===== config.mk =====
export PLATFORM = sky130hd
export DESIGN_NAME = rcc_back
export DESIGN_NICKNAME = d
export VERILOG_FILES = /design/src/hdl/rcc_pkg.sv /design/src/hdl/rcc_back.sv
export SDC_FILE = /design/constraint.sdc
export NUM_CORES = 1
export LEC_CHECK = 0
export BUFFER_PORTS_ARGS = -buffer_cell sky130_fd_sc_hd__buf_2
export CAP_MARGIN = 20
export CORE_AREA = 2 2 195 197
export CTS_CLUSTER_SIZE = 25
export DETAILED_ROUTE_END_ITERATION = 10
export DIE_AREA = 0 0 197 199
export GPL_ROUTABILITY_DRIVEN = 0
export PLACE_DENSITY = 0.83
export SYNTH_ARGS = -nofsm -noshare
export SYNTH_HDL_FRONTEND = slang
export SYNTH_SLANG_ARGS = --single-unit

===== constraint.sdc =====
create_clock -name aclk -period 9.1 [get_ports aclk]
set_input_delay 1.82 -clock aclk [delete_from_list [all_inputs] [get_ports aclk]]
set_output_delay 1.82 -clock aclk [all_outputs]
set_load 0.005 [all_outputs]

===== src/hdl/rcc_pkg.sv =====
// Shared constants, types and codes for the 3x3 RGB convolution block.
// No dependencies; imported by every module of the block but rcc_ram.
package rcc_pkg;

    localparam int MAX_WIDTH  = 2048;
    localparam int MAX_HEIGHT = 4096;

    localparam int CFG_W_BITS = 12;
    localparam int CFG_H_BITS = 13;
    localparam int KTOP_BITS  = 48;
    localparam int KBOT_BITS  = 24;
    localparam int DIV_BITS   = 8;

    localparam int W_BITS = $clog2(MAX_WIDTH + 1);
    localparam int H_BITS = $clog2(MAX_HEIGHT + 1);
    localparam int X_BITS = $clog2(MAX_WIDTH);
    localparam int Y_BITS = $clog2(MAX_HEIGHT);

    localparam int FIFO_DEPTH = 4;
    localparam int RING_BITS  = $clog2(2 * MAX_WIDTH + 4 + 2 * FIFO_DEPTH);
    localparam int RING_DEPTH = 1 << RING_BITS;

    localparam int CH_BITS    = 8;
    localparam int PIX_BITS   = 3 * CH_BITS;
    localparam int COEF_BITS  = 8;
    localparam int TAPS       = 9;
    localparam int KERN_BITS  = TAPS * COEF_BITS;
    localparam int PROD_BITS  = CH_BITS + 1 + COEF_BITS;
    localparam int ACC_BITS   = PROD_BITS + 4;
    localparam int STEP_BITS  = 4;
    localparam int QBIT_BITS  = 3;

    localparam int CFG_IDX_BITS  = 3;
    localparam int CFG_DATA_BITS = 48;

    localparam logic [CFG_IDX_BITS-1:0] REG_WIDTH  = 3'd0;
    localparam logic [CFG_IDX_BITS-1:0] REG_HEIGHT = 3'd1;
    localparam logic [CFG_IDX_BITS-1:0] REG_KTOP   = 3'd2;
    localparam logic [CFG_IDX_BITS-1:0] REG_KBOT   = 3'd3;
    localparam logic [CFG_IDX_BITS-1:0] REG_DIV    = 3'd4;

    localparam logic OP_PIXEL = 1'b0;
    localparam logic OP_FLUSH = 1'b1;

    typedef struct packed {
        logic [RING_BITS-1:0] q;
        logic [X_BITS-1:0]    x;
        logic [Y_BITS-1:0]    y;
        logic                 eof;
    } job_t;

    typedef enum logic [2:0] {
        B_IDLE,
        B_MAC,
        B_PREP,
        B_DIV,
        B_OUT
    } back_state_t;

endpackage


===== src/hdl/rcc_back.sv =====
// Back end: gathers the 3x3 window from the ring store, accumulates the
// kernel products, divides bit-serially and drives the result beat. Uses rcc_pkg.
module rcc_back (
    input  logic                            aclk,
    input  logic                            aresetn,
    input  logic [rcc_pkg::W_BITS-1:0]      eff_w,
    input  logic [rcc_pkg::H_BITS-1:0]      eff_h,
    input  logic [rcc_pkg::KERN_BITS-1:0]   kernel,
    input  logic [rcc_pkg::DIV_BITS-1:0]    eff_div,
    input  logic                            fifo_empty,
    output logic                            pop,
    input  rcc_pkg::job_t                   pop_job,
    output logic [rcc_pkg::RING_BITS-1:0]   ram_raddr,
    input  logic [rcc_pkg::PIX_BITS-1:0]    ram_rdata,
    output logic                            m_tvalid,
    input  logic                            m_tready,
    output logic [rcc_pkg::PIX_BITS-1:0]    m_tdata,
    output logic                            m_tlast
);
    import rcc_pkg::*;

    back_state_t state_reg, state_next;
    job_t                  job_reg, job_next;
    logic [RING_BITS-1:0]  base_reg, base_next;
    logic [STEP_BITS-1:0]  step_reg, step_next;
    logic [1:0]            trow_reg, trow_next;
    logic [1:0]            tcol_reg, tcol_next;
    logic [QBIT_BITS-1:0]  qbit_reg, qbit_next;
    logic signed [ACC_BITS-1:0] acc_reg [3];
    logic signed [ACC_BITS-1:0] acc_next [3];
    logic                  neg_reg [3], neg_next [3];
    logic                  sat_reg [3], sat_next [3];
    logic [CH_BITS-1:0]    quo_reg [3], quo_next [3];
    logic                  mvalid_reg, mvalid_next;
    logic [PIX_BITS-1:0]   mdata_reg, mdata_next;
    logic                  mlast_reg, mlast_next;

    logic [RING_BITS-1:0]       row_base;
    logic [X_BITS-1:0]          xx;
    logic [STEP_BITS-1:0]       kidx;
    logic signed [COEF_BITS-1:0] coef;
    logic signed [PROD_BITS-1:0] prod [3];
    logic [ACC_BITS-1:0]        trial;
    logic [ACC_BITS-1:0]        dshift;
    logic                       load_out;

    assign m_tvalid = mvalid_reg;
    assign m_tdata  = mdata_reg;
    assign m_tlast  = mlast_reg;

    always_comb begin
        case (trow_reg)
            2'd0:    row_base = (job_reg.y != '0) ? base_reg - RING_BITS'(eff_w) : base_reg;
            2'd2:    row_base = (H_BITS'(job_reg.y) != eff_h - 1'b1)
                                ? base_reg + RING_BITS'(eff_w) : base_reg;
            default: row_base = base_reg;
        endcase
        case (tcol_reg)
            2'd0:    xx = (job_reg.x != '0) ? job_reg.x - 1'b1 : job_reg.x;
            2'd2:    xx = (W_BITS'(job_reg.x) != eff_w - 1'b1) ? job_reg.x + 1'b1 : job_reg.x;
            default: xx = job_reg.x;
        endcase
        ram_raddr = row_base + RING_BITS'(xx);
    end

    assign kidx   = step_reg - 1'b1;
    assign coef   = kernel[kidx*COEF_BITS +: COEF_BITS];
    assign trial  = ACC_BITS'(eff_div) << qbit_reg;
    assign dshift = ACC_BITS'({eff_div, {CH_BITS{1'b0}}});

    always_comb begin
        for (int c = 0; c < 3; c++) begin
            prod[c] = $signed({1'b0, ram_rdata[(2-c)*CH_BITS +: CH_BITS]}) * coef;
        end
    end

    always_comb begin
        state_next  = state_reg;
        job_next    = job_reg;
        base_next   = base_reg;
        step_next   = step_reg;
        trow_next   = trow_reg;
        tcol_next   = tcol_reg;
        qbit_next   = qbit_reg;
        acc_next    = acc_reg;
        neg_next    = neg_reg;
        sat_next    = sat_reg;
        quo_next    = quo_reg;
        pop         = 1'b0;
        load_out    = 1'b0;
        mdata_next  = mdata_reg;
        mlast_next  = mlast_reg;
        case (state_reg)
            B_IDLE: begin
                if (!fifo_empty) begin
                    pop        = 1'b1;
                    job_next   = pop_job;
                    base_next  = pop_job.q - RING_BITS'(pop_job.x);
                    step_next  = '0;
                    trow_next  = '0;
                    tcol_next  = '0;
                    for (int c = 0; c < 3; c++) acc_next[c] = '0;
                    state_next = B_MAC;
                end
            end
            B_MAC: begin
                if (step_reg != '0) begin
                    for (int c = 0; c < 3; c++) acc_next[c] = acc_reg[c] + ACC_BITS'(prod[c]);
                end
                if (tcol_reg == 2'd2) begin
                    tcol_next = '0;
                    trow_next = trow_reg + 1'b1;
                end else begin
                    tcol_next = tcol_reg + 1'b1;
                end
                step_next = step_reg + 1'b1;
                if (step_reg == STEP_BITS'(TAPS)) begin
                    state_next = B_PREP;
                end
            end
            B_PREP: begin
                for (int c = 0; c < 3; c++) begin
                    neg_next[c] = acc_reg[c][ACC_BITS-1];
                    sat_next[c] = !acc_reg[c][ACC_BITS-1] && ($unsigned(acc_reg[c]) >= dshift);
                    quo_next[c] = '0;
                end
                qbit_next  = '1;
                state_next = B_DIV;
            end
            B_DIV: begin
                for (int c = 0; c < 3; c++) begin
                    if ($unsigned(acc_reg[c]) >= trial) begin
                        acc_next[c]           = acc_reg[c] - $signed(trial);
                        quo_next[c][qbit_reg] = 1'b1;
                    end
                end
                qbit_next = qbit_reg - 1'b1;
                if (qbit_reg == '0) begin
                    state_next = B_OUT;
                end
            end
            B_OUT: begin
                if (!mvalid_reg || m_tready) begin
                    load_out = 1'b1;
                    for (int c = 0; c < 3; c++) begin
                        mdata_next[c*CH_BITS +: CH_BITS] = neg_reg[c] ? '0
                                                           : sat_reg[c] ? '1 : quo_reg[c];
                    end
                    mlast_next = job_reg.eof;
                    state_next = B_IDLE;
                end
            end
            default: state_next = B_IDLE;
        endcase
        mvalid_next = load_out ? 1'b1 : (m_tready ? 1'b0 : mvalid_reg);
    end

    always_ff @(posedge aclk) begin
        job_reg   <= job_next;
        base_reg  <= base_next;
        step_reg  <= step_next;
        trow_reg  <= trow_next;
        tcol_reg  <= tcol_next;
        qbit_reg  <= qbit_next;
        acc_reg   <= acc_next;
        neg_reg   <= neg_next;
        sat_reg   <= sat_next;
        quo_reg   <= quo_next;
        mdata_reg <= mdata_next;
        mlast_reg <= mlast_next;
    end

    always_ff @(posedge aclk) begin
        if (!aresetn) begin
            state_reg  <= B_IDLE;
            mvalid_reg <= 1'b0;
        end else begin
            state_reg  <= state_next;
            mvalid_reg <= mvalid_next;
        end
    end
endmodule


# Word level (Yosys, flattened, before mapping)
# Index checks and enable logic that the tools add are counted.
# Widths: inputs -> output; s select.
# word_totals
regBits	170
in_bits	170
output_inout_bits	40
word_cells	151
# op_classes
muxes	40
eq_ne	18
n_reduce_logical	31
order_cmp	8
shifts	2
addsub	19
n_bitwise	4
n_mul	3
# op_table
operator	count
$pmux 63 s3	1
$mux 63	2
$shiftx 72x8->8	1
$add 21x17->21	3
$ge 21x16->1	3
$ge 21x21->1	3
$mux 21	3
$sub 21x21->21	3
$mul 9x8->17	3
$mux 8	6
$pmux 24 s2	1
$mux 13	2
$pmux 13 s2	1
$or 8x8->8	3
$mux 11	2
$pmux 11 s2	1
$shl 8x3->21	1
$ne 2x2->1 const B	9
$reduce_and 4->1	4
$pmux 3 s5	1
$add 13x11->13	1
$add 13x12->13	1
$ne 12x13->1	1
$sub 13x1->13 const B	1
other kinds (38)	68

# Depth between registers and ports, before layout
# depth
depth_word	7
mapped_depth	31
mapped_depth_nobuf	27

# Least setup slack after synthesis
# OpenSTA, ideal clock, no wires.
# synth_timing
path_type	register -> register
startpoint	reg step_reg[0]
endpoint	reg acc_reg[40] in the netlist's numbering, data pin
setup_time_ns	0.271
period_less_slack_ns	8.150
stages_incl_launch_ff	29
path_buffers	5
arrival_ns	7.878
slack_ns	0.950
t_required_ns	8.829
cell_sequence	edfxtp_1 -> buf_1 -> clkbuf_1 -> inv_1 -> ha_1 -> clkbuf_1 -> clkbuf_1 -> mux4_2 -> mux2i_1 -> o21ai_0 -> clkbuf_1 -> and2_1 -> fa_1 -> inv_1 -> fa_1 -> inv_1 -> fa_1 -> fa_1 -> inv_1 -> fa_1 -> inv_1 -> ha_1 -> or4_1 -> and3_1 -> a21o_1 -> a41o_1 -> o41a_1 -> xnor2_1 -> o22ai_1
# synth_rtl
element	line_no	source
from (decl)	rcc_back.sv:25	logic [STEP_BITS-1:0] step_reg, step_next;
from (signal assigned)	rcc_back.sv:161	step_reg <= step_next;
to (signal assigned)	rcc_back.sv:165	acc_reg <= acc_next;
to (decl)	rcc_back.sv:29	logic signed [ACC_BITS-1:0] acc_reg [3];

# Final worst setup path
# layout_timing
startpoint	in eff_h[0] in the netlist's numbering
endpoint	out ram_raddr[12] in the netlist's numbering
# layout_via
elab_chain_len	5
# layout_rtl
element	line_no	source
from (decl)	rcc_back.sv:7	input logic [rcc_pkg::H_BITS-1:0] eff_h,
$sub 13x1->13	rcc_back.sv:54	2'd2: row_base = (H_BITS'(job_reg.y) != eff_h - 1'b1)
$ne 12x13->1	rcc_back.sv:54	
$mux 13	rcc_back.sv:55	? base_reg + RING_BITS'(eff_w) : base_reg;
$pmux 13 s2	rcc_back.sv:52	case (trow_reg)
$add 13x11->13	rcc_back.sv:63	ram_raddr = row_base + RING_BITS'(xx);
to (decl)	rcc_back.sv:13	output logic [rcc_pkg::RING_BITS-1:0] ram_raddr,
# No other way between the ends.

==> flow_summary.toml <==
[worst_setup_path]
rr_endpoint = "acc_reg[13]"
crit_family = "compound AO/OA/AOI/OAI gates"
crit_type = "input port to output pin"
cp.arrival_ns = 6.92
endpoint_kind = "output pin"
worst_ep_required_time_ns = 7.28
cp.buffers_inverters = 5
path_cells = "buf_2, inv_1, ha_1, or4b_1, or4_1, and3_4, o31ai_4, nand3_2, o211ai_1, o221ai_1, ha_1, inv_1, fa_1, inv_1, a21oi_1, o21bai_1, a21oi_1, o21bai_1, a311oi_1, o21ai_0, o32ai_1, xor2_1, buf_2"
cp_common_cell = "inv_1"
cp.depth = 23
crit_fanout = 17
timing.rr.start = "step_reg[1]"
max_stage_delay_ns = 0.62
r2r_cells = 24
start_kind = "input port"
cpMaxStageDelayCell = "or4b_1"
rrSetupSlack_ns = 0.97

[grt]
antenna_found_initial = 3
grt_pass1_wl_mm = 101
grt_pass1_vias = 20500
grt-ovfl-total = 0
grt_max_degree = 53
grt_usage_pct = 32.4

[logic_synthesis]
async_reset_ff_share_pct = 0
synth-simple-area-share_pct = 17.0
ys_ff_latch = 170
synthMuxAreaShare_pct = 2.74
synth_ff_type = "edfxtp_1"
seq_area_frac_synth_pct = 21.9
synth_area_per_cell_um2 = 9.02
syn-num-nets = 3220
yosys.area_share.xor_xnor_pct = 6.78
ys_warn_count = 0
synth-compound-area-share_pct = 13.3
yosysUniqueCellTypes = 77
synth_edf_count = 166
synthAdderAreaFrac_pct = 31.5
synth_top_family_by_area = "adder cells"
synthCells = 2566
netlist_area_um2 = 23100

[final_layout]
layout_common_cells = "inv_1 (335), ha_1 (321), nor2_1 (213), buf_2 (209), nand2_1 (200)"
layout-drive-gt1-share_pct = 11.8
postLayoutCellArea_um2 = 25300
final_common_cell = "inv_1"
register_area_um2 = 5060
nets = 3392
fillers = 2831
multi_input_area_um2 = 16500
largest_reg_flops = 63
syn2layout_area_growth_pct = 9.43

[route]
postRouteAntennaNets = 0
drt_iter0_drc = 1587
totalWireLength_mm = 62.7
drc = 0
wl_per_cell_um = 19.4
drtPass1Iterations = 6
vias_per_cell = 6.19
vias = 20000

[clock_network]
hold_buffers = 0
clock-sinks = 170
cts-root-buf = "clkbuf_16"
clk_pin_slew_ns = 0.07
clk_latency_ns = 0.46
cts_tree = "yes"
numCtsBuffers = 17
post-cts-setup-buffers = 0
cts_buffer_depth = 2
ctsResizeCount = 0
htreeDepth = 4

[run]
max_cap_viol_count = 0

[sta]
relSlewSlack_pct = 23.5
finalSetupViolCount = 0
worstMarginPinSlew_ns = 1.13
max_freq_ghz = 0.114
timing.final.crit_period_ns = 8.74
fin_tns_setup_ns = 0
final_hold_viol_count = 0
final.period_utilization_pct = 96.1
finalMaxSlewViolations = 0
hold_slack_ns = 0.432
rsz0062_at_grt = "no"
skew_ns = 0.0151

[worst_hold_path]
whs_path_depth = 0
hold_start = "job_reg[0]"
min_to = "m_tlast"
hold_class = "register to register"

[floorplan]
pin_count = 210
die_h_um = 199
dieArea_um2 = 39200
row_count = 71
start_util_pct = 62.3
dieWidth_um = 197
core_area_um2 = 37100

[power]
p_leak_nw = 11.9
ir_worst_vdd_mv = 0.631
power_density_nw_per_um2 = 434

[placed_design]
placed_area_um2 = 24700
portBuffers = 209
dpl.hpwl_mm = 50.5

[run_status]
outcome = "complete, no violations"
## area by class of cell
type / instances / area share [%]
well taps: 474 / 2.34
inverters: 336 / 4.98
clock inverters: 15 / 0.677
flip-flops and latches: 170 / 20.0
diodes: 3 / 0.0297
repair buffers: 234 / 4.96
clock buffers: 17 / 1.68
multi-input cells: 1979 / 65.3
## kinds of logic after synthesis
family | count (synthesis)
mux | 43
xor+xnor | 179
simple gates | 800
compound gates | 473
flops | 170
fa+ha+maj | 484
buf+inv | 417
## routing by layer
metal / up-vias / global-route usage, % / part of all wire (%)
li1: 9216 / - / -
met1: 9553 / 37.9 / 37
met2: 999 / 58.6 / 51
met3: 227 / 5.22 / 8.0
met4: 0 / 14.6 / 4.1
met5: - / 0 / 0
## worst reg2reg max path, cell delays in order, from the launching register on
cell and delay [ns]:
edfxtp_1 0.41, inv_1 0.11, ha_1 0.77, nand2_1 0.11, nor2_1 0.52, nand3_1 0.15
o21ai_1 0.46, buf_4 0.38, nand2_1 0.15, fa_1 0.51, fa_1 0.51, inv_1 0.05
fa_1 0.46, fa_1 0.49, inv_1 0.05, fa_1 0.50, inv_1 0.05, ha_1 0.32
a2111oi_0 0.78, nor2_1 0.17, o21ai_0 0.29, nand2b_1 0.10, a21oi_1 0.19, xor2_1 0.19
o22ai_1 0.12
## Yosys cell counts, types with 8 or more instances
| cell | number | area (um^2) |
|---|---|---|
| mux4_2 | 16 | 360 |
| mux2i_1 | 25 | 250 |
| o21a_1 | 20 | 150 |
| o21bai_1 | 21 | 158 |
| o31ai_1 | 9 | 67.6 |
| nor3_1 | 54 | 270 |
| nand2b_1 | 29 | 181 |
| inv_1 | 335 | 1260 |
| clkbuf_1 | 73 | 274 |
| ha_1 | 321 | 4020 |
| or2_2 | 19 | 119 |
| nor2b_1 | 34 | 213 |
| or4_1 | 11 | 82.6 |
| a31oi_1 | 13 | 81.3 |
| a2111oi_0 | 9 | 78.8 |
| a21oi_1 | 115 | 576 |
| nor4_1 | 31 | 194 |
| o211ai_1 | 12 | 90.1 |
| o21ai_0 | 101 | 505 |
| a21o_1 | 41 | 308 |
| and2_1 | 98 | 613 |
| xnor2_1 | 123 | 1080 |
| or3_1 | 15 | 93.8 |
| edfxtp_1 | 166 | 4980 |
| a211oi_1 | 15 | 113 |
| a21boi_0 | 8 | 60.1 |
| nand3_1 | 34 | 170 |
| nand4_1 | 21 | 131 |
| xor2_1 | 56 | 490 |
| fa_1 | 163 | 3260 |
| and3_1 | 15 | 93.8 |
| o22ai_1 | 38 | 238 |
| a22oi_1 | 9 | 67.6 |
| nand2_1 | 201 | 754 |
| nor2_1 | 214 | 803 |
## report_power, final
part | switching [W] | leakage, nW | total, W | internal, W
Clock | 0.000383 | 0.288 | 0.000753 | 0.000370
Combinational | 0.00497 | 9.97 | 0.00886 | 0.00389
Sequential | 0.000222 | 1.65 | 0.00139 | 0.00116
## worst max path at each step
stage | from | end | slack [ns]
final | eff_h[0] | ram_raddr[12] | 0.36
after global routing | eff_h[0] | ram_raddr[12] | 0.03
after CTS | eff_h[0] | ram_raddr[12] | 0.47
after detailed placement | eff_h[0] | ram_raddr[12] | 0.48
after global placement | eff_h[0] | ram_raddr[12] | 0.61
after floorplan | step_reg[0] | acc_reg[40] | 0.95
## stage by stage
step                      util, %  cells  power [W]  setup slack [ns]
after floorplan                 -   2566    0.00796             0.950
after global placement       66.4   3190    0.00968             0.608
after detailed placement     66.5   3191     0.0101             0.475
after CTS                    68.1   3223     0.0109             0.466
after global routing         68.2   3227     0.0122            0.0317
final                        68.2   3228     0.0110             0.358
(Power assumes the default switching activity.)
