===== src/hdl/rcc_pkg.sv =====
// Shared constants, types and codes for the 3x3 RGB convolution block.
// No dependencies; imported by every module of the block but rcc_ram.
package rcc_pkg;

    localparam int MAX_WIDTH  = 2048;
    localparam int MAX_HEIGHT = 4096;

    localparam int CFG_W_BITS = 12;
    localparam int CFG_H_BITS = 13;
    localparam int KTOP_BITS  = 48;
    localparam int KBOT_BITS  = 24;
    localparam int DIV_BITS   = 8;

    localparam int W_BITS = $clog2(MAX_WIDTH + 1);
    localparam int H_BITS = $clog2(MAX_HEIGHT + 1);
    localparam int X_BITS = $clog2(MAX_WIDTH);
    localparam int Y_BITS = $clog2(MAX_HEIGHT);

    localparam int FIFO_DEPTH = 4;
    localparam int RING_BITS  = $clog2(2 * MAX_WIDTH + 4 + 2 * FIFO_DEPTH);
    localparam int RING_DEPTH = 1 << RING_BITS;

    localparam int CH_BITS    = 8;
    localparam int PIX_BITS   = 3 * CH_BITS;
    localparam int COEF_BITS  = 8;
    localparam int TAPS       = 9;
    localparam int KERN_BITS  = TAPS * COEF_BITS;
    localparam int PROD_BITS  = CH_BITS + 1 + COEF_BITS;
    localparam int ACC_BITS   = PROD_BITS + 4;
    localparam int STEP_BITS  = 4;
    localparam int QBIT_BITS  = 3;

    localparam int CFG_IDX_BITS  = 3;
    localparam int CFG_DATA_BITS = 48;

    localparam logic [CFG_IDX_BITS-1:0] REG_WIDTH  = 3'd0;
    localparam logic [CFG_IDX_BITS-1:0] REG_HEIGHT = 3'd1;
    localparam logic [CFG_IDX_BITS-1:0] REG_KTOP   = 3'd2;
    localparam logic [CFG_IDX_BITS-1:0] REG_KBOT   = 3'd3;
    localparam logic [CFG_IDX_BITS-1:0] REG_DIV    = 3'd4;

    localparam logic OP_PIXEL = 1'b0;
    localparam logic OP_FLUSH = 1'b1;

    typedef struct packed {
        logic [RING_BITS-1:0] q;
        logic [X_BITS-1:0]    x;
        logic [Y_BITS-1:0]    y;
        logic                 eof;
    } job_t;

    typedef enum logic [2:0] {
        B_IDLE,
        B_MAC,
        B_PREP,
        B_DIV,
        B_OUT
    } back_state_t;

endpackage


===== src/hdl/rcc_front.sv =====
// Front end: accepts pixel and flush beats, writes pixels to the ring store
// and queues one job per output. Depends on rcc_pkg.
module rcc_front (
    input  logic                            aclk,
    input  logic                            aresetn,
    input  logic                            s_tvalid,
    output logic                            s_tready,
    input  logic [rcc_pkg::PIX_BITS-1:0]    s_tdata,
    input  logic                            s_tuser,
    input  logic                            restart,
    input  logic [rcc_pkg::W_BITS-1:0]      eff_w,
    input  logic [rcc_pkg::H_BITS-1:0]      eff_h,
    output logic                            ram_we,
    output logic [rcc_pkg::RING_BITS-1:0]   ram_waddr,
    output logic [rcc_pkg::PIX_BITS-1:0]    ram_wdata,
    output logic                            push,
    output rcc_pkg::job_t                   push_job,
    input  logic                            fifo_full
);
    import rcc_pkg::*;

    logic [X_BITS-1:0]    col_reg, col_next;
    logic [Y_BITS-1:0]    row_reg, row_next;
    logic [RING_BITS-1:0] p_reg, p_next;
    logic                 done_reg, done_next;
    logic [RING_BITS-1:0] oq_reg, oq_next;
    logic [X_BITS-1:0]    ox_reg, ox_next;
    logic [Y_BITS-1:0]    oy_reg, oy_next;

    logic accept, is_flush, pix_ok, emit, eof;
    logic col_last, row_last, ox_last, oy_last;

    assign s_tready = !fifo_full;
    assign accept   = s_tvalid && s_tready;
    assign is_flush = (s_tuser == OP_FLUSH);
    assign col_last = (W_BITS'(col_reg) == eff_w - 1'b1);
    assign row_last = (H_BITS'(row_reg) == eff_h - 1'b1);
    assign ox_last  = (W_BITS'(ox_reg) == eff_w - 1'b1);
    assign oy_last  = (H_BITS'(oy_reg) == eff_h - 1'b1);
    assign pix_ok   = accept && !is_flush && !done_reg;
    assign emit     = accept && (is_flush ? done_reg
                      : (!done_reg && (row_reg >= Y_BITS'(2)
                         || (row_reg == Y_BITS'(1) && col_reg != '0))));
    assign eof      = is_flush && ox_last && oy_last;

    assign ram_we    = pix_ok;
    assign ram_waddr = p_reg;
    assign ram_wdata = {s_tdata[CH_BITS-1:0], s_tdata[2*CH_BITS-1:CH_BITS],
                        s_tdata[3*CH_BITS-1:2*CH_BITS]};
    assign push      = emit;
    assign push_job  = '{q: oq_reg, x: ox_reg, y: oy_reg, eof: eof};

    // a new frame starts where the last one ended in the ring, so jobs of the
    // old frame still queued read pixels that are not overwritten
    always_comb begin
        col_next  = col_reg;
        row_next  = row_reg;
        p_next    = p_reg;
        done_next = done_reg;
        oq_next   = oq_reg;
        ox_next   = ox_reg;
        oy_next   = oy_reg;
        if (restart || (emit && eof)) begin
            col_next  = '0;
            row_next  = '0;
            p_next    = p_reg;
            done_next = 1'b0;
            oq_next   = p_reg;
            ox_next   = '0;
            oy_next   = '0;
        end else begin
            if (pix_ok) begin
                p_next = p_reg + 1'b1;
                if (col_last) begin
                    col_next = '0;
                    if (row_last) begin
                        done_next = 1'b1;
                    end else begin
                        row_next = row_reg + 1'b1;
                    end
                end else begin
                    col_next = col_reg + 1'b1;
                end
            end
            if (emit) begin
                oq_next = oq_reg + 1'b1;
                if (ox_last) begin
                    ox_next = '0;
                    oy_next = oy_reg + 1'b1;
                end else begin
                    ox_next = ox_reg + 1'b1;
                end
            end
        end
    end

    always_ff @(posedge aclk) begin
        if (!aresetn) begin
            col_reg  <= '0;
            row_reg  <= '0;
            p_reg    <= '0;
            done_reg <= 1'b0;
            oq_reg   <= '0;
            ox_reg   <= '0;
            oy_reg   <= '0;
        end else begin
            col_reg  <= col_next;
            row_reg  <= row_next;
            p_reg    <= p_next;
            done_reg <= done_next;
            oq_reg   <= oq_next;
            ox_reg   <= ox_next;
            oy_reg   <= oy_next;
        end
    end
endmodule


===== config.mk =====
export PLATFORM = sky130hd
export DESIGN_NAME = rcc_front
export DESIGN_NICKNAME = d
export VERILOG_FILES = /design/src/hdl/rcc_pkg.sv /design/src/hdl/rcc_front.sv
export SDC_FILE = /design/constraint.sdc
export NUM_CORES = 1
export LEC_CHECK = 0
export BUFFER_PORTS_ARGS = -buffer_cell sky130_fd_sc_hd__buf_4
export CAP_MARGIN = 20
export CORE_ASPECT_RATIO = 0.9
export CORE_MARGIN = 2
export CORE_UTILIZATION = 30
export CTS_CLUSTER_DIAMETER = 40
export CTS_CLUSTER_SIZE = 25
export DETAILED_ROUTE_END_ITERATION = 16
export PLACE_DENSITY_LB_ADDON = 0.05
export SLEW_MARGIN = 30
export SYNTH_ARGS = -nofsm -noshare
export SYNTH_HDL_FRONTEND = slang
export SYNTH_SLANG_ARGS = --single-unit

===== constraint.sdc =====
create_clock -name aclk -period 4.4 [get_ports aclk]
set_clock_uncertainty 0.1 [all_clocks]
set_input_delay 1.1 -clock aclk [delete_from_list [all_inputs] [get_ports aclk]]
set_output_delay 1.1 -clock aclk [all_outputs]
set_load 0.05 [all_outputs]

* After elaboration in Yosys (flattened, before gate mapping)
Index checks and enable logic that the tools add are counted.
Cells by class: add/subtract/negate cells 8, multipliers 0, divide/modulo/power cells 0, $lt $le $gt $ge 1, eq/ne operators 5, shift-type cells 0, muxes and demuxes 5, bitwise operators 3, reduce and logical (&&, ||, !) cells 21
Operators by type and width (number):
- adder 13 x 1 -> 13 bit, second input constant | 2
- equality test 12 x 13 -> 1 bit | 2
- two-way mux 13 bit | 2
- adder 12 x 1 -> 12 bit, second input constant | 2
- equality test 11 x 12 -> 1 bit | 2
- adder 11 x 1 -> 11 bit, second input constant | 2
- two-way mux 11 bit | 2
- subtractor 13 x 1 -> 13 bit, second input constant | 1
- equality test 12 x 1 -> 1 bit, second input constant | 1
- >= comparator 12 x 2 -> 1 bit, second input constant | 1
- subtractor 12 x 1 -> 12 bit, second input constant | 1
- nonzero test 11 bit | 1
- logical AND 1 bit | 9
- AND reduction 3 bit | 2
- AND reduction 2 bit | 2
- logical NOT 1 bit | 3
- inverter 1 bit | 3
- logical OR 1 bit | 2
- nonzero test 2 bit | 1
- OR reduction 2 bit | 1
- two-way mux 1 bit | 1
Word-level totals: register bits 73, bits in latches 0, RAM bits 0, ROM bits 0, input port bits 55, output and inout bits 77, memories 0

* Longest topological paths before layout
Gate-level depths: netlist of run 1.
depth in word-level cells 10, depth in mapped cells 13, gate-level depth less buffers 10

* Worst setup path before layout of run 1
OpenSTA, ideal clock, no wires.
path kind input -> output, from in eff_w[0] (netlist name), to out push_job[0] (netlist name), arrival 3.437 ns, required time 3.200 ns, setup slack -0.237 ns, stages on the path 10, cell sequence inv_1 > ha_1 > or4b_4 > or3_4 > a2111oi_4 > nand4_1 > nor4bb_1 > buf_2 > and2_1 > buf_4
Between the ends: cells in the longest elaborated chain, start to end 4
RTL lines:
- start: declaration | line rcc_front.sv:11 | input logic [rcc_pkg::W_BITS-1:0] eff_w,
- subtractor 12 x 1 -> 12 bit | line rcc_front.sv:38 | assign ox_last = (W_BITS'(ox_reg) == eff_w - 1'b1);
- equality test 11 x 12 -> 1 bit | line rcc_front.sv:38
- logical AND 1 bit (2 in a row) | line rcc_front.sv:44 | assign eof = is_flush && ox_last && oy_last;
- end: declaration | line rcc_front.sv:17 | output rcc_pkg::job_t push_job,
No other way between the ends.

==> summary.md, run 1 <==
| Metric | Value |
|---|---|
| DRT iter0 DRCs | 219 |
| TritonRoute pass-1 iters | 4 |
| Syn nets | 720 |
| Ys async rst share | 0 |
| Area leader, netlist | dfxtp_1 |
| Largest stage delay on the critical path | 460 ps |
| Power Total | 1.756 mW |
| Peak VDD IR | 0.0001630 V |
| Register-to-register setup slack | 1090 ps |
| Setup_tns | -205.5 ps |
| CP arrival | 3410 ps |
| CP max FO | 2 |
| Clock root buffer | clkbuf_16 |
| CTS tree | yes |
| Top post-synthesis cells by area | dfxtp_1 (28%), xnor2_1 (8.5%), xor2_1 (7.3%) |
| Max-Cap Viols | 0 |
| Placer Congestion | 0.7926 |
| Required @ worst endpoint | 3200 ps |
| PD cells | 262.2 mW/mm^2 |
| Most common cell on crit path | buf_8 |
| Clk slew on worst S/H paths | 60 ps |
| Grt total ovfl | 0 |
| Hold Crit Start | col_reg[1] |
| Slew Viols, Final | 0 |
| Hold WC Path Type | reg2reg |
| CP Capture Type | output port |
| RSZ-0062 raised after global routing | yes |
| Nets | 814 |
| Die height | 129.6 um |
| Max Root-Sink Buffers | 2 |
| Avg Cell Area, Syn | 8.041 um^2 |
| Core Util, Final | 0.3938 |
| Largest net degree at the start of global routing | 29 |
| GRT Util Overall | 0.1729 |
| DR vias | 4936 |
| FF+latch count, synth | 73 |
| # diodes | 0 |
| Row Count | 45 |
| Met1 Usage GRT | 0.2394 |
| Drt wl/cell | 16.05 um |
| Maximum clock rate | 0.2171 GHz |
| TritonCTS buffer count | 9 |
| Setup bufs post-CTS | 0 |
| GRT met2 Usage | 0.2683 |
| Predominant post-synthesis flop cell | dfxtp_1 |
| Reg2reg end | oq_reg[3] |
| Cts hold-fix bufs | 0 |
| Status | complete, but fails checks |
| YS warnings | 0 |
| Fin crit share | 1.047 |
| Share of the synthesized area in the top cell type | 0.2779 |
| Post-Route WL | 15860 um |
| Distinct cells, synth | 70 |
| Compound-Gate Fraction of Synth Area | 0.1142 |
| Hold Path End | col_reg[1] |
| Fin. Hold Viols | 0 |
| Setup WS post-layout | -205.5 ps |
| Buffers added on ports | 83 |
| Post-synth EDFFs | 0 |
| CP startpoint kind | input port |
| Slew headroom | 0.5372 |
| Final ANT Viol Nets | 0 |
| CORE AREA | 0.01700 mm^2 |
| Starting Density | 0.3093 |
| Slowest cell on crit path | or4b_4 |
| Layer with the highest usage | met2 |
| Simple-gate share of the synthesized area | 0.3086 |
| Fillers | 1795 |
| Vias per std cell | 4.996 |
| Violated checks | setup timing |
| Initial antenna violation count | 0 |
| Worst R2R Start | ox_reg[4] |
| Endpoints failing setup | 1 |
| Mux cell area share after synthesis | 0.01713 |
| Hold depth | 2 |
| Crit path cell chain | buf_8 -> inv_4 -> ha_4 -> or4b_4 -> or3_4 -> a2111oi_4 -> nand4_1 -> nor4bb_4 -> and2_4 -> buf_8 |
| Crit path kind | in2out |
| Most common cell after layout, fill and taps aside | buf_4 |
| Sequential fraction of the synthesis area | 0.2779 |
| H-tree depth | 3 |
| Crit path time final | 4605 ps |
| DIE WIDTH | 143.6 um |
| Worst Tran Pin Value | 691.7 ps |
| GR met3 Demand/Resource | 0.04324 |
| # IOs | 132 |
| Largest family of logic cells by synthesized area | simple AND/OR/NAND/NOR gates |
| P_leak | 2.627 nW |
| Worst-case reg-to-reg path depth | 9 |
| Clock net sink count | 73 |
| Most frequent cells in the layout | buf_4 (129), nor2_1 (87), dfxtp_1 (73), xnor2_1 (51), xor2_1 (44) |
| Worst-Skew Late Latency | 340 ps |
| Gate Count Post-Synth | 654 |
| Area growth, synth to finish | 27.34% |
| Die area | 0.01861 mm^2 |
| Synth Cell Area | 0.005259 mm^2 |
| Layout cell share with drive strength beyond 1 | 0.2351 |
| First-pass GRT wire length | 25440 um |
| Post-Synth XOR/XNOR Area | 0.1754 |
| Adder-cell share of the synthesized area | 0.02617 |
| Vias in the first global route | 4768 |
| DP HPWL | 11960 um |
| # DRC | 0 |
==> layout make-up <==
type | count | area, um^2 | share of cell area
Clock buffer | 9 | 225.2 | 0.03363
Sequential cell | 73 | 1461 | 0.2182
Timing Repair Buffer | 135 | 1070 | 0.1598
Tap cell | 235 | 294.0 | 0.04391
Clock inverter | 7 | 125.1 | 0.01868
Multi-Input combinational cell | 501 | 3411 | 0.5093
Inverter | 28 | 110.1 | 0.01644
==> timing repair <==
action,4_1_cts,5_1_grt
setup endpoints to repair,1,1
pin swaps,2,2
endpoints found under the hold margin,0,0
gates resized for setup,6,3
==> power by group <==
part / total, mW / internal (mW) / switching [mW]
logic: 0.203 / 0.0931 / 0.110
clock network: 0.887 / 0.561 / 0.327
registers: 0.666 / 0.663 / 0.00301
total: 1.76 / 1.32 / 0.440
==> layer usage <==
layer / share of wire / vias to the layer above
met2: 0.44 / 118
met5: 0 / -
met3: 0.053 / 17
met1: 0.49 / 2328
li1: - / 2473
met4: 0.014 / 0
==> critical path, delay by kind of cell <==
kind,cells,cell delay (ps)
simple gates,5,1560
compound gates,1,330
buf+inv,3,290
fa+ha+maj,1,120
==> metrics by stage <==
step                      std cells  hold slack (ps)  cell area (um^2)  worst slack [ps]
after detailed placement        972            411.1              6311            -354.9
after global placement          972            405.1              6306            -314.5
after global routing            988            451.6              6696            -316.7
final                           988            411.6              6696            -205.5
after floorplan                 654            367.9              5289            -91.56
after CTS                       988            419.9              6683            -263.9
==> how the worst max path moves through the flow <==
stage	startpoint	end	slack [ps]	depth (start not counted)
after CTS	eff_w[1]	push_job[0]	-260	10
after detailed placement	eff_w[1]	push_job[0]	-350	10
after global placement	eff_w[1]	push_job[0]	-310	10
after floorplan	eff_h[4]	push_job[0]	-90	9
after global routing	eff_w[1]	push_job[0]	-320	10
final	eff_w[1]	push_job[0]	-210	10
==> cells by family (layout without fill, tap and decap cells) <==
group,Yosys count,in the layout
flops,73,73
xor+xnor,99,99
buf+inv,80,179
mux,9,9
fa+ha+maj,11,11
simple gates,303,303
compound gates,79,79
==> Yosys cell counts (2+ instances only) <==
| library cell | instances |
|---|---|
| xor2_1 | 44 |
| clkbuf_1 | 17 |
| buf_2 | 6 |
| nand3_1 | 35 |
| nor3_1 | 19 |
| o31ai_1 | 2 |
| and4_1 | 2 |
| o31a_1 | 2 |
| dfxtp_1 | 73 |
| ha_1 | 11 |
| o21a_1 | 4 |
| nand4_1 | 28 |
| a2bb2o_1 | 2 |
| a21oi_1 | 13 |
| a32o_1 | 2 |
| o21ai_0 | 13 |
| inv_1 | 27 |
| a31oi_1 | 6 |
| buf_6 | 3 |
| a21o_1 | 5 |
| or2_2 | 6 |
| nor2_1 | 87 |
| and3_1 | 12 |
| a21boi_0 | 3 |
| nand2b_1 | 3 |
| nor2b_1 | 6 |
| and4b_1 | 2 |
| nor3b_1 | 5 |
| or4_1 | 4 |
| and2_1 | 6 |
| buf_4 | 25 |
| a41oi_1 | 2 |
| nor4b_1 | 6 |
| a211o_1 | 6 |
| nor4_2 | 2 |
| a221o_1 | 4 |
| xnor3_1 | 4 |
| or3_1 | 9 |
| mux2i_1 | 9 |
| nor4_1 | 15 |
| xnor2_1 | 51 |
| nand2_1 | 43 |
| nand3b_1 | 3 |
No activity file was read; power rests on OpenSTA's default activity.
==> run 2, diff against run 1 <==
- CELL_PAD_IN_SITES_DETAIL_PLACEMENT: unset -> 1
- CELL_PAD_IN_SITES_GLOBAL_PLACEMENT: unset -> 2
- CORE_UTILIZATION: 30 -> 28
==> run 2 against run 1 <==
Effect of this change: the run still ends with setup timing left; sequential share of layout area is 0.21 points higher; total power down 10%; via count grew 1.0%; sequential power about the same; global-route usage grew 0.39 points; clock power fell by 20%; clock-buffer cell count stayed put; critical endpoint unchanged.
==> summary.md, run 2 (synthesis gave the netlist of run 1 again) <==
| Metric | Value |
|---|---|
| CP arrival | 3440 ps (was 3410 ps) |
| Vias per std cell | 4.991 (was 4.996) |
| Hold WC Path Type | reg2reg (unchanged) |
| Crit path cell chain | buf_6 -> inv_4 -> ha_4 -> or4b_4 -> or3_4 -> a2111oi_4 -> nand4_1 -> nor4bb_2 -> and2_4 -> buf_8 (was buf_8 -> inv_4 -> ha_4 -> or4b_4 -> or3_4 -> a2111oi_4 -> nand4_1 -> nor4bb_4 -> and2_4 -> buf_8) |
| Clock root buffer | clkbuf_16 (unchanged) |
| First-pass GRT wire length | 28100 um (was 25440 um) |
| Die area | 0.01990 mm^2 (was 0.01861 mm^2) |
| Max Root-Sink Buffers | 2 (unchanged) |
| # diodes | 0 (unchanged) |
| Setup_tns | -242.1 ps (was -205.5 ps) |
| PD cells | 237.8 mW/mm^2 (was 262.2 mW/mm^2) |
| Endpoints failing setup | 1 (unchanged) |
| Fin. Hold Viols | 0 (unchanged) |
| TritonRoute pass-1 iters | 4 (unchanged) |
| Fin crit share | 1.055 (was 1.047) |
| DP HPWL | 13430 um (was 11960 um) |
| Area growth, synth to finish | 26.10% (was 27.34%) |
| Slew headroom | 0.4543 (was 0.5372) |
| Final ANT Viol Nets | 0 (unchanged) |
| Crit path kind | in2out (unchanged) |
| Worst Tran Pin Value | 813.1 ps (was 691.7 ps) |
| GRT Util Overall | 0.1768 (was 0.1729) |
| RSZ-0062 raised after global routing | yes (unchanged) |
| CP startpoint kind | input port (unchanged) |
| Required @ worst endpoint | 3200 ps (about the same) |
| Layout cell share with drive strength beyond 1 | 0.2361 (was 0.2351) |
| CP Capture Type | output port (unchanged) |
| Vias in the first global route | 5235 (was 4768) |
| Status | complete, but fails checks (unchanged) |
| CTS tree | yes (unchanged) |
| CORE AREA | 0.01841 mm^2 (was 0.01700 mm^2) |
| Slowest cell on crit path | or4b_4 (unchanged) |
| Most common cell after layout, fill and taps aside | buf_4 (unchanged) |
| P_leak | 2.575 nW (was 2.627 nW) |
| CP max FO | 2 (unchanged) |
| # DRC | 0 (unchanged) |
| Violated checks | setup timing (unchanged) |
| TritonCTS buffer count | 9 (unchanged) |
| Die height | 134.0 um (was 129.6 um) |
| Row Count | 47 (was 45) |
| # IOs | 132 (unchanged) |
| Largest stage delay on the critical path | 460 ps (about the same) |
| Crit path time final | 4642 ps (was 4605 ps) |
| Largest net degree at the start of global routing | 29 (unchanged) |
| Nets | 815 (was 814) |
| Clk slew on worst S/H paths | 60 ps (about the same) |
| Initial antenna violation count | 0 (unchanged) |
| DRT iter0 DRCs | 136 (was 219) |
| Slew Viols, Final | 0 (unchanged) |
| Max-Cap Viols | 0 (unchanged) |
| Setup WS pre-CTS | -351.1 ps (was -354.9 ps) |
| Setup WS post-layout | -242.1 ps (was -205.5 ps) |
| Maximum clock rate | 0.2154 GHz (was 0.2171 GHz) |
| Buffers added on ports | 83 (unchanged) |
| Grt total ovfl | 0 (unchanged) |
| Starting Density | 0.2857 (was 0.3093) |
| Peak VDD IR | 0.0001656 V (was 0.0001630 V) |
| Clock net sink count | 73 (unchanged) |
| Post-Route WL | 17200 um (was 15860 um) |
| DR vias | 4986 (was 4936) |
| Power Total | 1.577 mW (was 1.756 mW) |
| Cts hold-fix bufs | 0 (unchanged) |
| DIE WIDTH | 148.5 um (was 143.6 um) |
| Worst-Skew Late Latency | 350 ps (was 340 ps) |
| H-tree depth | 3 (unchanged) |
| Drt wl/cell | 17.22 um (was 16.05 um) |
| Most frequent cells in the layout | buf_4 (130), nor2_1 (87), dfxtp_1 (73), xnor2_1 (51), xor2_1 (44) (was buf_4 (129), nor2_1 (87), dfxtp_1 (73), xnor2_1 (51), xor2_1 (44)) |
| Placer Congestion | 0.8147 (was 0.7926) |
==> run 2: cell count changes in the layout (fill, tap and decap cells not counted), sizes merged <==
cell,before,now
buf,135,136
bufinv,3,0
clkinvlp,0,3
==> run 2: layer usage <==
layer	wire, um	GRT usage	up-vias
met3	623	0.03503	26
met2	7841	0.2876	93
met1	8461	0.2370	2400
met4	276	0.05450	0
li1	-	-	2467
met5	0	0	-
==> run 2: path summary, 6_finish.rpt <==
| kind | from | endpoint | slack [ps] | cells past startpoint |
|---|---|---|---|---|
| max | eff_w[1] | push_job[0] | -240 | 10 |
| min | col_reg[1] | col_reg[1] | 410 | 2 |
| max reg2reg | row_reg[0] | oq_reg[4] | 980 | 10 |
| min reg2reg | col_reg[1] | col_reg[1] | 410 | 2 |
==> run 2: power by group <==
part / leakage, nW / switching, mW / total (mW) / internal (mW)
clock network: 0.128 / 0.320 / 0.706 / 0.386
logic: 1.86 / 0.113 / 0.205 / 0.0925
registers: 0.588 / 0.00299 / 0.666 / 0.663
total: 2.57 / 0.436 / 1.58 / 1.14
==> run 2: layout make-up <==
| type | count | area (um^2) |
|---|---|---|
| fill | 2230 | 11780 |
| multi-input combinational | 501 | 3403 |
| sequential | 73 | 1461 |
| timing repair buffer | 136 | 1074 |
| tap | 245 | 306.5 |
| clock buffer | 9 | 225.2 |
| inverter | 28 | 107.6 |
| clock inverter | 7 | 53.80 |
==> run 2: worst max-delay path: cells and delay by family <==
family | cells | cell delay, ps
buf+inv | 3 | 290
compound gates | 1 | 330
fa+ha+maj | 1 | 120
simple gates | 5 | 1590
==> run 2: repair_timing <==
| action | CTS | global route |
|---|---|---|
| cloned | 0 | 0 |
| setup buffers | 0 | 0 |
| hold endpoints to repair | 0 | 0 |
| pin swaps | 2 | 1 |
| endpoints found under the setup margin | 1 | 1 |
| resized for setup | 4 | 3 |
==> run 2: per-stage QoR <==
stage	hold WS (ps)	instances	utilization	instance area [um^2]
3_5_place_dp	407.6	983	0.3437	6326
5_1_grt	427.8	999	0.3603	6631
2_1_floorplan	367.9	654	-	5289
6_report	414.9	999	0.3603	6631
3_3_place_gp	400.2	983	0.3437	6326
4_1_cts	416.8	999	0.3596	6619
